===== src/rtl/itd_pkg.sv =====
// shared types and constants of the tap detector
package itd_pkg;

    localparam int DEF_FRAC_BITS    = 16;
    localparam int DEF_SAMPLE_WIDTH = 16;

    localparam int THR_W   = 15;
    localparam int GATE_W  = 16;
    localparam int DT_W    = 20;
    localparam int TIME_W  = 32;
    localparam int GYRO_W  = 17;
    localparam int SHOCK_W = 21;
    localparam int ALPHA_W = 16;
    localparam int ALPHA_BITS = 15;
    localparam int DEN_W   = 21;
    localparam int NUM_W   = 36;
    localparam int ADDR_W  = 3;

    localparam logic [THR_W-1:0]   THR_RESET  = 15'd1500;
    localparam logic [GATE_W-1:0]  GATE_RESET = 16'd1000;
    localparam int                 BASE_RESET_MG = 1000;
    localparam logic [TIME_W-1:0]  REFR_RESET = 32'd250;
    localparam logic [TIME_W-1:0]  REINIT_HOLD_MS = 32'd250;
    localparam logic [TIME_W-1:0]  TAP_HOLD_MS = 32'd100;
    localparam logic [DEN_W-1:0]   TAU_US = 21'd500000;
    localparam logic [SHOCK_W-1:0] SHOCK_MAX = 21'd2097151;
    localparam logic [SHOCK_W-1:0] TAP_MAX_US = 21'd250000;
    localparam logic [SHOCK_W-1:0] ABANDON_US = 21'd500000;
    localparam logic [GYRO_W-1:0]  GYRO_MAX = 17'd131071;

    localparam logic [ADDR_W-1:0] ADDR_THR  = 3'd0;
    localparam logic [ADDR_W-1:0] ADDR_GATE = 3'd4;

    typedef enum logic [1:0] {
        MODE_ACCEL  = 2'd0,
        MODE_GYRO   = 2'd1,
        MODE_REINIT = 2'd2
    } t_mode;

    typedef enum logic [2:0] {
        S_IDLE,
        S_SQUARE,
        S_ROOT,
        S_DIV,
        S_MUL,
        S_UPDATE,
        S_DECIDE,
        S_DONE
    } t_state;

    typedef struct packed {
        logic start_root;
        logic start_div;
    } t_seq_ctl;

endpackage


===== src/rtl/imu_tap_detector.sv =====
// top level of the accelerometer tap detector
// One request is taken at a time: o_s_tready is high only while the block
// is idle. An accelerometer sample runs from acceptance to a valid result
// through the squaring of its three axes through one multiplier, the
// bit-serial square root, the smoothing-factor divider, the shift-add
// baseline multiply, and the states that update, decide and register the
// result. A gyro sample stops after the square root; a re-init event or an
// ignored sample goes straight from idle to the done state. The result
// waits in an output register until taken, and the next request can be taken
// in the cycle the result shows up, or else once the waiting result is taken.
module imu_tap_detector #(
    parameter int BASELINE_FRAC_BITS = itd_pkg::DEF_FRAC_BITS,
    parameter int SAMPLE_WIDTH       = itd_pkg::DEF_SAMPLE_WIDTH,
    parameter int IN_TDATA_W         = ((3 * SAMPLE_WIDTH + itd_pkg::DT_W
                                         + itd_pkg::TIME_W + 7) / 8) * 8
) (
    input  logic                        i_clk,
    input  logic                        i_rst_n,
    input  logic                        i_s_tvalid,
    output logic                        o_s_tready,
    // vec_x, vec_y, vec_z, sample_period_us, now_ms
    input  logic [IN_TDATA_W-1:0]       i_s_tdata,
    // mode, calibrating
    input  logic [2:0]                  i_s_tuser,
    output logic                        o_m_tvalid,
    input  logic                        i_m_tready,
    // tap_seen, shock_active
    output logic [7:0]                  o_m_tdata,
    input  logic                        psel,
    input  logic                        penable,
    input  logic                        pwrite,
    input  logic [itd_pkg::ADDR_W-1:0]  paddr,
    input  logic [31:0]                 pwdata,
    output logic [31:0]                 prdata,
    output logic                        pready
);
    localparam int SW  = SAMPLE_WIDTH;
    localparam int FB  = BASELINE_FRAC_BITS;
    localparam int NW  = 2 * SW + 2;
    localparam int MW  = SW + 1;
    localparam int BW  = MW + FB;
    localparam int AW  = BW + itd_pkg::ALPHA_W;
    localparam int CW  = ((MW > itd_pkg::THR_W) ? MW : itd_pkg::THR_W) + FB + 1;
    localparam int GXW = (MW > itd_pkg::GYRO_W) ? MW : itd_pkg::GYRO_W;
    localparam int DO  = 3 * SW;
    localparam int TO  = DO + itd_pkg::DT_W;

    itd_pkg::t_state   r_state, n_state;
    itd_pkg::t_seq_ctl ctl;

    logic [itd_pkg::THR_W-1:0]   r_thr;
    logic [itd_pkg::GATE_W-1:0]  r_gate;

    logic [1:0]                  r_mode;
    logic [SW-1:0]               r_ax, r_ay, r_az;
    logic [itd_pkg::DT_W-1:0]    r_dt;
    logic [itd_pkg::TIME_W-1:0]  r_now;
    logic [NW-1:0]               r_sum;
    logic [1:0]                  r_idx;
    logic [MW-1:0]               r_mag;
    logic [itd_pkg::ALPHA_W-1:0] r_alpha;
    logic [BW-1:0]               r_diff;
    logic                        r_up;
    logic [AW-1:0]               r_acc;
    logic [3:0]                  r_bit;
    logic                        r_tap;

    logic [BW-1:0]                r_base;
    logic [itd_pkg::GYRO_W-1:0]   r_gyro;
    logic                         r_shock;
    logic [itd_pkg::SHOCK_W-1:0]  r_stime;
    logic [itd_pkg::TIME_W-1:0]   r_refr;

    logic                        r_ovalid;
    logic                        r_otap;
    logic                        r_oshock;

    logic                        root_done;
    logic [MW-1:0]               root;
    logic                        div_done;
    logic [itd_pkg::ALPHA_W-1:0] alpha;

    logic                        in_acc;
    logic                        cfg_wr;
    logic [SW-1:0]               sq_in;
    logic [2*SW-1:0]             sq;
    logic [BW-1:0]               target;
    logic [BW-1:0]               step;
    logic [BW-1:0]               dev;
    logic [CW-1:0]               dev_x, thr_x, half_x;
    logic [itd_pkg::SHOCK_W:0]   stime_sum;
    logic [itd_pkg::SHOCK_W-1:0] stime_sat;
    logic [itd_pkg::TIME_W-1:0]  win_diff;
    logic                        out_free;

    function automatic logic [SW-1:0] abs_s(input logic [SW-1:0] v);
        abs_s = v[SW-1] ? SW'(~v + 1'b1) : v;
    endfunction

    function automatic logic [BW-1:0] BASE_RESET_SCALED();
        BASE_RESET_SCALED = BW'(itd_pkg::BASE_RESET_MG) << FB;
    endfunction

    assign in_acc   = i_s_tvalid && o_s_tready;
    assign cfg_wr   = psel && penable && pwrite && pready;
    assign pready   = 1'b1;
    assign out_free = !r_ovalid || i_m_tready;

    assign o_s_tready = (r_state == itd_pkg::S_IDLE);
    assign o_m_tvalid = r_ovalid;
    assign o_m_tdata  = {6'd0, r_oshock, r_otap};

    // configuration registers
    always_ff @(posedge i_clk) begin
        if (!i_rst_n) begin
            r_thr  <= itd_pkg::THR_RESET;
            r_gate <= itd_pkg::GATE_RESET;
        end else if (cfg_wr) begin
            unique case (paddr)
                itd_pkg::ADDR_THR:  r_thr  <= pwdata[itd_pkg::THR_W-1:0];
                itd_pkg::ADDR_GATE: r_gate <= pwdata[itd_pkg::GATE_W-1:0];
                default: ;
            endcase
        end
    end

    always_comb begin
        unique case (paddr)
            itd_pkg::ADDR_THR:  prdata = {17'd0, r_thr};
            itd_pkg::ADDR_GATE: prdata = {16'd0, r_gate};
            default:            prdata = 32'd0;
        endcase
    end

    itd_isqrt #(.NW(NW)) u_isqrt (
        .i_clk      (i_clk),
        .i_rst_n    (i_rst_n),
        .i_ctl      (ctl),
        .i_radicand (r_sum),
        .o_done     (root_done),
        .o_root     (root)
    );

    itd_div u_div (
        .i_clk   (i_clk),
        .i_rst_n (i_rst_n),
        .i_ctl   (ctl),
        .i_dt    (r_dt),
        .o_done  (div_done),
        .o_alpha (alpha)
    );

    always_comb begin
        unique case (r_idx)
            2'd0:    sq_in = r_ax;
            2'd1:    sq_in = r_ay;
            default: sq_in = r_az;
        endcase
    end
    assign sq = sq_in * sq_in;

    assign target = {r_mag, {FB{1'b0}}};
    // round the scaled product back by the 15 fraction bits of alpha
    assign step   = BW'((r_acc + AW'(1 << (itd_pkg::ALPHA_BITS - 1)))
                        >> itd_pkg::ALPHA_BITS);
    assign dev    = (target >= r_base) ? BW'(target - r_base) : BW'(r_base - target);
    assign dev_x  = CW'(dev);
    assign thr_x  = CW'(r_thr) << FB;
    assign half_x = CW'(r_thr) << (FB - 1);

    assign stime_sum = {1'b0, r_stime} + (itd_pkg::SHOCK_W + 1)'(r_dt);
    assign stime_sat = stime_sum[itd_pkg::SHOCK_W] ? itd_pkg::SHOCK_MAX
                                                   : stime_sum[itd_pkg::SHOCK_W-1:0];
    assign win_diff  = r_now - r_refr;

    always_ff @(posedge i_clk) begin
        if (!i_rst_n) begin
            r_state <= itd_pkg::S_IDLE;
        end else begin
            r_state <= n_state;
        end
    end

    always_comb begin
        n_state = r_state;
        ctl     = '0;
        unique case (r_state)
            itd_pkg::S_IDLE: begin
                if (in_acc) begin
                    if ((i_s_tuser[1:0] == itd_pkg::MODE_ACCEL && !i_s_tuser[2])
                        || i_s_tuser[1:0] == itd_pkg::MODE_GYRO) begin
                        n_state = itd_pkg::S_SQUARE;
                    end else begin
                        n_state = itd_pkg::S_DONE;
                    end
                end
            end
            itd_pkg::S_SQUARE: begin
                if (r_idx == 2'd3) begin
                    ctl.start_root = 1'b1;
                    n_state = itd_pkg::S_ROOT;
                end
            end
            itd_pkg::S_ROOT: begin
                if (root_done) begin
                    if (r_mode == itd_pkg::MODE_GYRO) begin
                        n_state = itd_pkg::S_DONE;
                    end else begin
                        ctl.start_div = 1'b1;
                        n_state = itd_pkg::S_DIV;
                    end
                end
            end
            itd_pkg::S_DIV: begin
                if (div_done) begin
                    n_state = itd_pkg::S_MUL;
                end
            end
            itd_pkg::S_MUL: begin
                if (r_bit == 4'd0) begin
                    n_state = itd_pkg::S_UPDATE;
                end
            end
            itd_pkg::S_UPDATE: n_state = itd_pkg::S_DECIDE;
            itd_pkg::S_DECIDE: n_state = itd_pkg::S_DONE;
            itd_pkg::S_DONE: begin
                if (out_free) begin
                    n_state = itd_pkg::S_IDLE;
                end
            end
            default: n_state = itd_pkg::S_IDLE;
        endcase
    end

    // datapath
    always_ff @(posedge i_clk) begin
        unique case (r_state)
            itd_pkg::S_IDLE: begin
                if (in_acc) begin
                    r_mode <= i_s_tuser[1:0];
                    r_ax   <= abs_s(i_s_tdata[SW-1:0]);
                    r_ay   <= abs_s(i_s_tdata[2*SW-1:SW]);
                    r_az   <= abs_s(i_s_tdata[3*SW-1:2*SW]);
                    r_dt   <= i_s_tdata[TO-1:DO];
                    r_now  <= i_s_tdata[TO+itd_pkg::TIME_W-1:TO];
                    r_sum  <= '0;
                    r_idx  <= 2'd0;
                    r_tap  <= 1'b0;
                end
            end
            itd_pkg::S_SQUARE: begin
                if (r_idx != 2'd3) begin
                    r_sum <= r_sum + NW'(sq);
                end
                r_idx <= r_idx + 1'b1;
            end
            itd_pkg::S_ROOT: begin
                if (root_done) begin
                    r_mag <= root;
                end
            end
            itd_pkg::S_DIV: begin
                if (div_done) begin
                    r_alpha <= alpha;
                    r_up    <= target >= r_base;
                    r_diff  <= (target >= r_base) ? BW'(target - r_base)
                                                  : BW'(r_base - target);
                    r_acc   <= '0;
                    r_bit   <= 4'd15;
                end
            end
            itd_pkg::S_MUL: begin
                r_acc <= AW'(r_acc << 1) + (r_alpha[r_bit] ? AW'(r_diff) : AW'(0));
                r_bit <= r_bit - 1'b1;
            end
            // a tap is a shock that closed early enough in this request
            itd_pkg::S_DECIDE: begin
                r_tap <= r_shock && dev_x < half_x && stime_sat < itd_pkg::TAP_MAX_US;
            end
            default: ;
        endcase
    end

    // block state
    always_ff @(posedge i_clk) begin
        if (!i_rst_n) begin
            r_base  <= BW'(BASE_RESET_SCALED());
            r_gyro  <= '0;
            r_shock <= 1'b0;
            r_stime <= '0;
            r_refr  <= itd_pkg::REFR_RESET;
        end else begin
            unique case (r_state)
                itd_pkg::S_ROOT: begin
                    if (root_done && r_mode == itd_pkg::MODE_GYRO) begin
                        r_gyro <= (GXW'(root) > GXW'(itd_pkg::GYRO_MAX))
                                  ? itd_pkg::GYRO_MAX : itd_pkg::GYRO_W'(root);
                    end
                end
                itd_pkg::S_UPDATE: begin
                    r_base <= r_up ? r_base + step : r_base - step;
                end
                itd_pkg::S_DECIDE: begin
                    if (!r_shock) begin
                        if (!win_diff[itd_pkg::TIME_W-1]
                            && r_gyro <= {1'b0, r_gate} && dev_x > thr_x) begin
                            r_shock <= 1'b1;
                            r_stime <= itd_pkg::SHOCK_W'(r_dt);
                        end
                    end else begin
                        r_stime <= stime_sat;
                        if (dev_x < half_x) begin
                            r_shock <= 1'b0;
                            if (stime_sat < itd_pkg::TAP_MAX_US) begin
                                r_refr <= r_now + itd_pkg::TAP_HOLD_MS;
                            end
                        end else if (stime_sat > itd_pkg::ABANDON_US) begin
                            r_shock <= 1'b0;
                        end
                    end
                end
                itd_pkg::S_DONE: begin
                    if (out_free && r_mode == itd_pkg::MODE_REINIT) begin
                        r_base  <= BW'(BASE_RESET_SCALED());
                        r_gyro  <= '0;
                        r_shock <= 1'b0;
                        r_stime <= '0;
                        r_refr  <= r_now + itd_pkg::REINIT_HOLD_MS;
                    end
                end
                default: ;
            endcase
        end
    end

    // output register: valid, tap flag and shock flag for this request
    always_ff @(posedge i_clk) begin
        if (!i_rst_n) begin
            r_ovalid <= 1'b0;
            r_otap   <= 1'b0;
            r_oshock <= 1'b0;
        end else begin
            if (r_state == itd_pkg::S_DONE && out_free) begin
                r_ovalid <= 1'b1;
                r_otap   <= r_tap;
                r_oshock <= (r_mode == itd_pkg::MODE_REINIT) ? 1'b0 : r_shock;
            end else if (i_m_tready) begin
                r_ovalid <= 1'b0;
            end
        end
    end

endmodule


===== src/rtl/itd_isqrt.sv =====
// iterative rounded square root, two radicand bits per cycle
module itd_isqrt #(
    parameter int NW = 34
) (
    input  logic                  i_clk,
    input  logic                  i_rst_n,
    input  itd_pkg::t_seq_ctl     i_ctl,
    input  logic [NW-1:0]         i_radicand,
    output logic                  o_done,
    output logic [NW/2-1:0]       o_root
);
    localparam int H  = NW / 2;
    localparam int CW = $clog2(H + 1);

    logic [NW-1:0]  r_rad;
    logic [H:0]     r_rem;
    logic [H-1:0]   r_root;
    logic [CW-1:0]  r_cnt;
    logic           r_busy;
    logic           r_done;

    logic [H+2:0]   shifted;
    logic [H+2:0]   trial;
    logic           fits;
    logic           round_up;

    assign shifted  = {r_rem, r_rad[NW-1:NW-2]};
    assign trial    = {1'b0, r_root, 2'b01};
    assign fits     = shifted >= trial;
    assign round_up = {1'b0, r_rem} > {2'b00, r_root};
    assign o_root   = r_root + {{(H-1){1'b0}}, round_up};
    assign o_done   = r_done;

    always_ff @(posedge i_clk) begin
        if (!i_rst_n) begin
            r_busy <= 1'b0;
            r_done <= 1'b0;
            r_cnt  <= '0;
        end else begin
            r_done <= 1'b0;
            if (i_ctl.start_root) begin
                r_busy <= 1'b1;
                r_cnt  <= '0;
                r_rad  <= i_radicand;
                r_rem  <= '0;
                r_root <= '0;
            end else if (r_busy) begin
                r_rad <= {r_rad[NW-3:0], 2'b00};
                if (fits) begin
                    r_rem  <= (H+1)'(shifted - trial);
                    r_root <= {r_root[H-2:0], 1'b1};
                end else begin
                    r_rem  <= (H+1)'(shifted);
                    r_root <= {r_root[H-2:0], 1'b0};
                end
                if (r_cnt == CW'(H - 1)) begin
                    r_busy <= 1'b0;
                    r_done <= 1'b1;
                end
                r_cnt <= r_cnt + 1'b1;
            end
        end
    end

endmodule


===== src/rtl/itd_div.sv =====
// restoring divider for the rounded smoothing factor
module itd_div (
    input  logic                          i_clk,
    input  logic                          i_rst_n,
    input  itd_pkg::t_seq_ctl             i_ctl,
    input  logic [itd_pkg::DT_W-1:0]      i_dt,
    output logic                          o_done,
    output logic [itd_pkg::ALPHA_W-1:0]   o_alpha
);
    localparam int QW = itd_pkg::ALPHA_W;
    localparam int DW = itd_pkg::DEN_W;
    localparam int NW = itd_pkg::NUM_W;

    logic [DW-1:0]   den;
    logic [NW-1:0]   num;
    logic [DW-1:0]   r_den;
    logic [DW-1:0]   r_rem;
    logic [QW-1:0]   r_low;
    logic [QW-1:0]   r_quo;
    logic [4:0]      r_cnt;
    logic            r_busy;
    logic            r_done;
    logic [DW:0]     shifted;
    logic            fits;

    assign den = itd_pkg::TAU_US + DW'(i_dt);
    // dt * 2^15 plus half the divisor, so the quotient is rounded
    assign num = {1'b0, i_dt, 15'd0} + NW'(den >> 1);

    assign shifted = {r_rem, r_low[QW-1]};
    assign fits    = shifted >= {1'b0, r_den};
    assign o_alpha = r_quo;
    assign o_done  = r_done;

    always_ff @(posedge i_clk) begin
        if (!i_rst_n) begin
            r_busy <= 1'b0;
            r_done <= 1'b0;
            r_cnt  <= '0;
        end else begin
            r_done <= 1'b0;
            if (i_ctl.start_div) begin
                r_busy <= 1'b1;
                r_cnt  <= '0;
                r_den  <= den;
                r_rem  <= DW'(num[NW-1:QW]);
                r_low  <= num[QW-1:0];
                r_quo  <= '0;
            end else if (r_busy) begin
                r_low <= {r_low[QW-2:0], 1'b0};
                if (fits) begin
                    r_rem <= DW'(shifted - {1'b0, r_den});
                    r_quo <= {r_quo[QW-2:0], 1'b1};
                end else begin
                    r_rem <= DW'(shifted);
                    r_quo <= {r_quo[QW-2:0], 1'b0};
                end
                if (r_cnt == 5'(QW - 1)) begin
                    r_busy <= 1'b0;
                    r_done <= 1'b1;
                end
                r_cnt <= r_cnt + 1'b1;
            end
        end
    end

endmodule


===== config.mk =====
export PLATFORM = sky130hd
export DESIGN_NAME = imu_tap_detector
export DESIGN_NICKNAME = d
export VERILOG_FILES = /design/src/rtl/itd_pkg.sv /design/src/rtl/imu_tap_detector.sv /design/src/rtl/itd_isqrt.sv /design/src/rtl/itd_div.sv
export SDC_FILE = /design/constraint.sdc
export NUM_CORES = 2
export LEC_CHECK = 0
export ABC_CLOCK_PERIOD_IN_PS = 15000
export BUFFER_PORTS_ARGS = -buffer_cell sky130_fd_sc_hd__clkbuf_2
export CAP_MARGIN = 25
export CELL_PAD_IN_SITES_DETAIL_PLACEMENT = 1
export CELL_PAD_IN_SITES_GLOBAL_PLACEMENT = 1
export CORE_MARGIN = 3
export CORE_UTILIZATION = 50
export DETAILED_ROUTE_END_ITERATION = 10
export GPL_TIMING_DRIVEN = 0
export PLACE_DENSITY_LB_ADDON = 0.2
export SLEW_MARGIN = 30
export SYNTH_ARGS = -nofsm -noshare
export SYNTH_HDL_FRONTEND = slang
export SYNTH_SLANG_ARGS = --single-unit

===== constraint.sdc =====
create_clock -name i_clk -period 15 [get_ports i_clk]
set_clock_uncertainty 0.2 [all_clocks]
set_input_delay 3 -clock i_clk [delete_from_list [all_inputs] [get_ports i_clk]]
set_output_delay 3 -clock i_clk [all_outputs]
set_load 0.02 [all_outputs]

Word level (Yosys, flattened, before mapping)
Index checks and enable logic that the tools add are counted.

Input bits: 149. Logic and storage cells: 246. Register bits after elaboration: 556. Output and inout port bits: 43.

Reductions and logical operators: 52. Muxes and demuxes: 81. Bitwise operators: 6. $lt $le $gt $ge: 11. Multiply operators: 1. Add/sub/neg operators: 23. Eq/ne operators: 29.

Operators by type and width (count): $mux 34 (4); $mux 33 (4); $mux 32 (4); $mux 21 (6); $sub 33x33->33 (3); $pmux 48 s2 (1); $mux 17 (4); $pmux 34 s2 (1); $pmux 33 s2 (1); $pmux 16 s2 (2); $pmux 32 s2 (1); $add 16x1->16 const B (3); $add 48x15->48 const B (1); $add 48x33->48 (1); $mux 16 (3); $mux 48 (1); $not 16->16 (3); $mux 15 (3); $pmux 21 s2 (1); $add 35x20->36 (1); $mux 18 (2); $add 34x32->34 (1); $pmux 17 s2 (1); $add 33x33->33 (1); 57 further kinds (150).

Longest topological paths before layout
Depth in word-level cells: 7. Gate-level depth with buffers: 33. Gate-level depth less buffers: 31.

Hierarchy
From an unflattened synthesis, not the netlist that was laid out.

Cells, all modules: 4724. Area total of the unflattened synthesis: 44067.3 um2.

Modules (own cells, without submodules): imu_tap_detector (seq. area each 10570.1 um2, area an instance 34700.8 um2, times used 1, cells each 3849); itd_div (seq. area each 2362.3 um2, area an instance 5003.5 um2, times used 1, cells each 483); itd_isqrt (seq. area each 2212.1 um2, area an instance 4362.9 um2, times used 1, cells each 392).

Worst setup path after synthesis
No wires, ideal clock.

Path type: flip-flop to flip-flop. Start point: register r_idx[0]. End point: register r_sum[32] (data pin). Required time: 14664 ps. Stages on the path, launching flop included: 29. Clock period less this slack: 7949 ps. Library setup time: 136 ps. Buffers on the path: 3. Slack: 7051 ps. Data arrival time: 7613 ps. Cell sequence: edfxtp_1 ha_1 clkbuf_1 nor2_1 clkbuf_1 a21oi_1 inv_1 buf_1 nand2_1 fa_1 inv_1 fa_1 fa_1 fa_1 fa_1 inv_1 fa_1 inv_1 ha_1 and3_1 and2_1 nand2_1 a211o_1 a21o_1 a21boi_0 o21ai_0 o21a_1 or3_1 nand3_1.

Cells in the longest elaborated chain, start to end: 6. Elaborated cells on any way between the ends: 7. Those cells by class: add/sub (1); mul (1); eq/ne (1); mux (3); reduce/logical (1).

RTL lines: start, declared (line imu_tap_detector.sv:59) `logic [1:0] r_idx;`; start signal, assigned (line imu_tap_detector.sv:255) `r_idx <= r_idx + 1'b1;`; $eq 2x1->1 / $logic_not 2->1 (equally long branches) (line imu_tap_detector.sv:154) `unique case (r_idx)`; $pmux 16 s2 (*) (line imu_tap_detector.sv:154); $mul 16x16->32 (*) (line imu_tap_detector.sv:160) `assign sq = sq_in * sq_in;`; $add 34x32->34 (*) (line imu_tap_detector.sv:253) `r_sum <= r_sum + NW'(sq);`; $mux 34 (*) (line imu_tap_detector.sv:252) `if (r_idx != 2'd3) begin`; $pmux 34 s2 (*) (line imu_tap_detector.sv:237) `unique case (r_state)`; end signal, assigned (line imu_tap_detector.sv:253); end, declared (line imu_tap_detector.sv:58) `logic [NW-1:0] r_sum;`.

Mark *: on every way between the ends. The rest lies on a longest branch, timed or not. The select of a mux whose other input is x is not followed. A chain may end at the register's enable or synchronous reset.

Worst setup path after layout
Same ends and word-level chain as after synthesis.

==> results_dict.tcl <==
set metrics [dict create \
    floorplan.core_area_um2 86080 \
    post-cts-setup-buffers 0 \
    post_cts.resized_instances 0 \
    syn2layout_area_growth_pct 11.32 \
    grt_max_degree 77 \
    number_of_inserted_filler_cells_in_the_final_layout 9895 \
    netlist_top_cells_area "sky130_fd_sc_hd__edfxtp_1 27%, sky130_fd_sc_hd__ha_1 10%, sky130_fd_sc_hd__fa_1 9.1%, sky130_fd_sc_hd__dfxtp_1 7.1%, sky130_fd_sc_hd__inv_1 4.7%" \
    number_of_register_bits_inferred_by_synthesis 556 \
    postRouteWirelength_mm 139.2 \
    dr_drc_count 0 \
    dpl.hpwl_mm 109.5 \
    clock_tree_from_tritoncts "yes" \
    critPathRequiredTime_ns 15.28 \
    synth.distinct_cells 92 \
    crit_path_max_fanout 10 \
    synth_top_area_cell "sky130_fd_sc_hd__edfxtp_1" \
    synth_cell_area_um2 43820 \
    unrepaired_setup_endpoints_after_global_routing "no" \
    maxSlewViolCount 0 \
    antenna_found_initial 2 \
    timing.reg2reg.worst_path_depth 28 \
    synth_area_per_cell_um2 9.197 \
    final_global_route_overflow_total 0 \
    routabilityCongestion 0.9293 \
    nNetsFinal 5733 \
    grt_pass1_wl_mm 219.0 \
    layout.cells.most_common "sky130_fd_sc_hd__inv_1" \
    cp-start-kind "flip-flop" \
    clock-root-buffer "sky130_fd_sc_hd__clkbuf_16" \
    arrival_ns 10.38 \
    antenna_cells_inserted 0 \
    pin_count 192 \
    tightestPinTransition_ns 1.050 \
    final_cell_mix "550 x sky130_fd_sc_hd__inv_1, 504 x sky130_fd_sc_hd__nand2_1, 401 x sky130_fd_sc_hd__edfxtp_1" \
    period_share 0.6737 \
    async_reset_ff_frac 0 \
    first_iter_violations 2894 \
    layout-drive-gt1-share 0.07982 \
    setup.worst_path.end_class "flip-flop" \
    maximum_clock_frequency_ghz 0.09896 \
    hold_path_depth 0 \
    total_global_route_track_usage 0.3056 \
    sink_count 556 \
    synth-main-ff-cell "sky130_fd_sc_hd__edfxtp_1" \
    yosysTopAreaCellShare 0.2748 \
    io_buffer_count 148 \
    clock_tree.buffer_depth 3 \
    cts-htree-levels 3 \
    number_of_instances_in_the_synthesized_netlist 4764 \
    wl_per_cell_um 22.39 \
    routed_via_density 5.890 \
    antenna_violating_nets_post_route 0 \
    max_cap_viol_count 0 \
    synth-edff-count 401 \
    cts_hold_buffers 0 \
    fp.dieArea_um2 91220 \
    vertical_die_dimension_um 302.0 \
    worst_path_max_delay_cell "sky130_fd_sc_hd__nor2_1" \
    critPathMaxStageDelay_ns 0.64 \
    row_count 107 \
    vias 36620 \
    dieWidth_um 302.0 \
    crit_top_cell "sky130_fd_sc_hd__fa_1" \
    hold_viol 0 \
    finalSetupViolations 0 \
    grt_pass1_vias 38810 \
    min_path_type "reg -> reg" \
    initial_util 0.5090 \
    synth_seq_area_share 0.3456 \
    dr.pass1.iters 8 \
    clkSlewWorstSetupHoldPaths_ns 0.06 \
    max_slew_margin 0.2999 \
    period_needed_ns 10.11 \
    synth_warnings 0 \
    status "complete, no violations" \
    clkLatencyLatePin_ns 0.63 \
    totalNegativeSetupSlack_ns 0 \
    setup.worst_path.class "reg -> reg" \
    cts_made_buffers 69 \
]
==> registers in the layout, summed over array words and instances (netlist names), 17 cells and up <==
register,count
u_isqrt.r_root,17
u_div.r_rem,21
r_dt,20
r_stime,21
r_mag,17
u_div.r_den,21
r_diff,33
r_refr,32
u_isqrt.r_rad,34
u_isqrt.r_rem,18
r_base,33
r_gyro,17
r_sum,34
r_acc,48
r_now,32
==> metrics by stage <==
step | hold WS (ns) | util | cells | cell area (um^2) | worst slack [ns]
4_1_cts | 0.2447 | 0.5663 | 6217 | 48750 | 5.047
2_1_floorplan | 0.2003 | - | 4785 | 43890 | 7.051
5_1_grt | 0.2616 | 0.5666 | 6218 | 48780 | 4.388
6_report | 0.2539 | 0.5666 | 6218 | 48780 | 4.895
3_3_place_gp | 0.2029 | 0.5351 | 6077 | 46070 | 5.106
3_5_place_dp | 0.2323 | 0.5395 | 6093 | 46440 | 5.084
==> worst paths after layout <==
| check | startpoint | end | slack, ns |
|---|---|---|---|
| setup / recovery | r_idx[0] | r_sum[32] | 4.89 |
| hold / removal | u_div.o_alpha[15] | r_alpha[15] | 0.25 |
| setup reg to reg | r_idx[0] | r_sum[32] | 4.89 |
| hold reg to reg | u_div.o_alpha[15] | r_alpha[15] | 0.25 |
==> critical path, delay by kind of cell (launching register included) <==
kind	cells	cell delay (ns)
compound gates	7	2.28
flops	1	0.45
fa+ha+maj	8	3.74
buf+inv	7	1.72
simple gates	6	1.54
==> synth_stat cells (all sizes together), types with 10 or more instances <==
library cell and count:
inv 552, nand2 504, edfxtp 401, nor2 388
ha 363, a21oi 317, xnor2 229, fa 200
nand3 158, dfxtp 155, clkbuf 146, o21ai 138
xor2 123, a21o 103, nor3 71, and2 70
buf 64, a211oi 63, nand4 57, o211ai 50
nand2b 46, a31oi 44, nor2b 43, o21a 41
and3 40, or3 35, a22o 33, mux2i 33
o31ai 32, o21bai 24, and4 18, nor4 16
or2 16, a22oi 14, a31o 12, a21boi 10
o2111ai 10
==> routing by layer <==
layer,vias up,global-route usage,share of wire
met1,18380,0.4070,0.44
met5,-,0,0
met2,1037,0.5200,0.48
met3,258,0.04335,0.056
met4,0,0.08814,0.029
li1,16950,-,-
==> cell type report <==
cell class | count | area [um^2] | area share
Sequential cell | 556 | 15140 | 0.3105
Buffer | 210 | 937.1 | 0.01921
Tap cell | 1144 | 1431 | 0.02935
Timing Repair Buffer | 165 | 1040 | 0.02132
Multi-Input combinational cell | 3462 | 25820 | 0.5293
Clock buffer | 95 | 1979 | 0.04058
Inverter | 557 | 2097 | 0.04299
Clock inverter | 29 | 330.3 | 0.006772
==> cell families after synthesis <==
| family | after synthesis | share of synthesized area |
|---|---|---|
| AOI/OAI and AO/OA | 977 | 0.1471 |
| xor gates and xnor gates | 352 | 0.07036 |
| adders and majority gates | 563 | 0.1950 |
| buffers and inverters | 767 | 0.06905 |
| DFF | 556 | 0.3456 |
| muxes | 42 | 0.01114 |
| other | 2 | 0.0001714 |
| and+or+nand+nor | 1505 | 0.1615 |
Power is left out: the tool's default activity adds up to more than one toggle a clock period on the data nets, which glitch-free logic cannot reach.
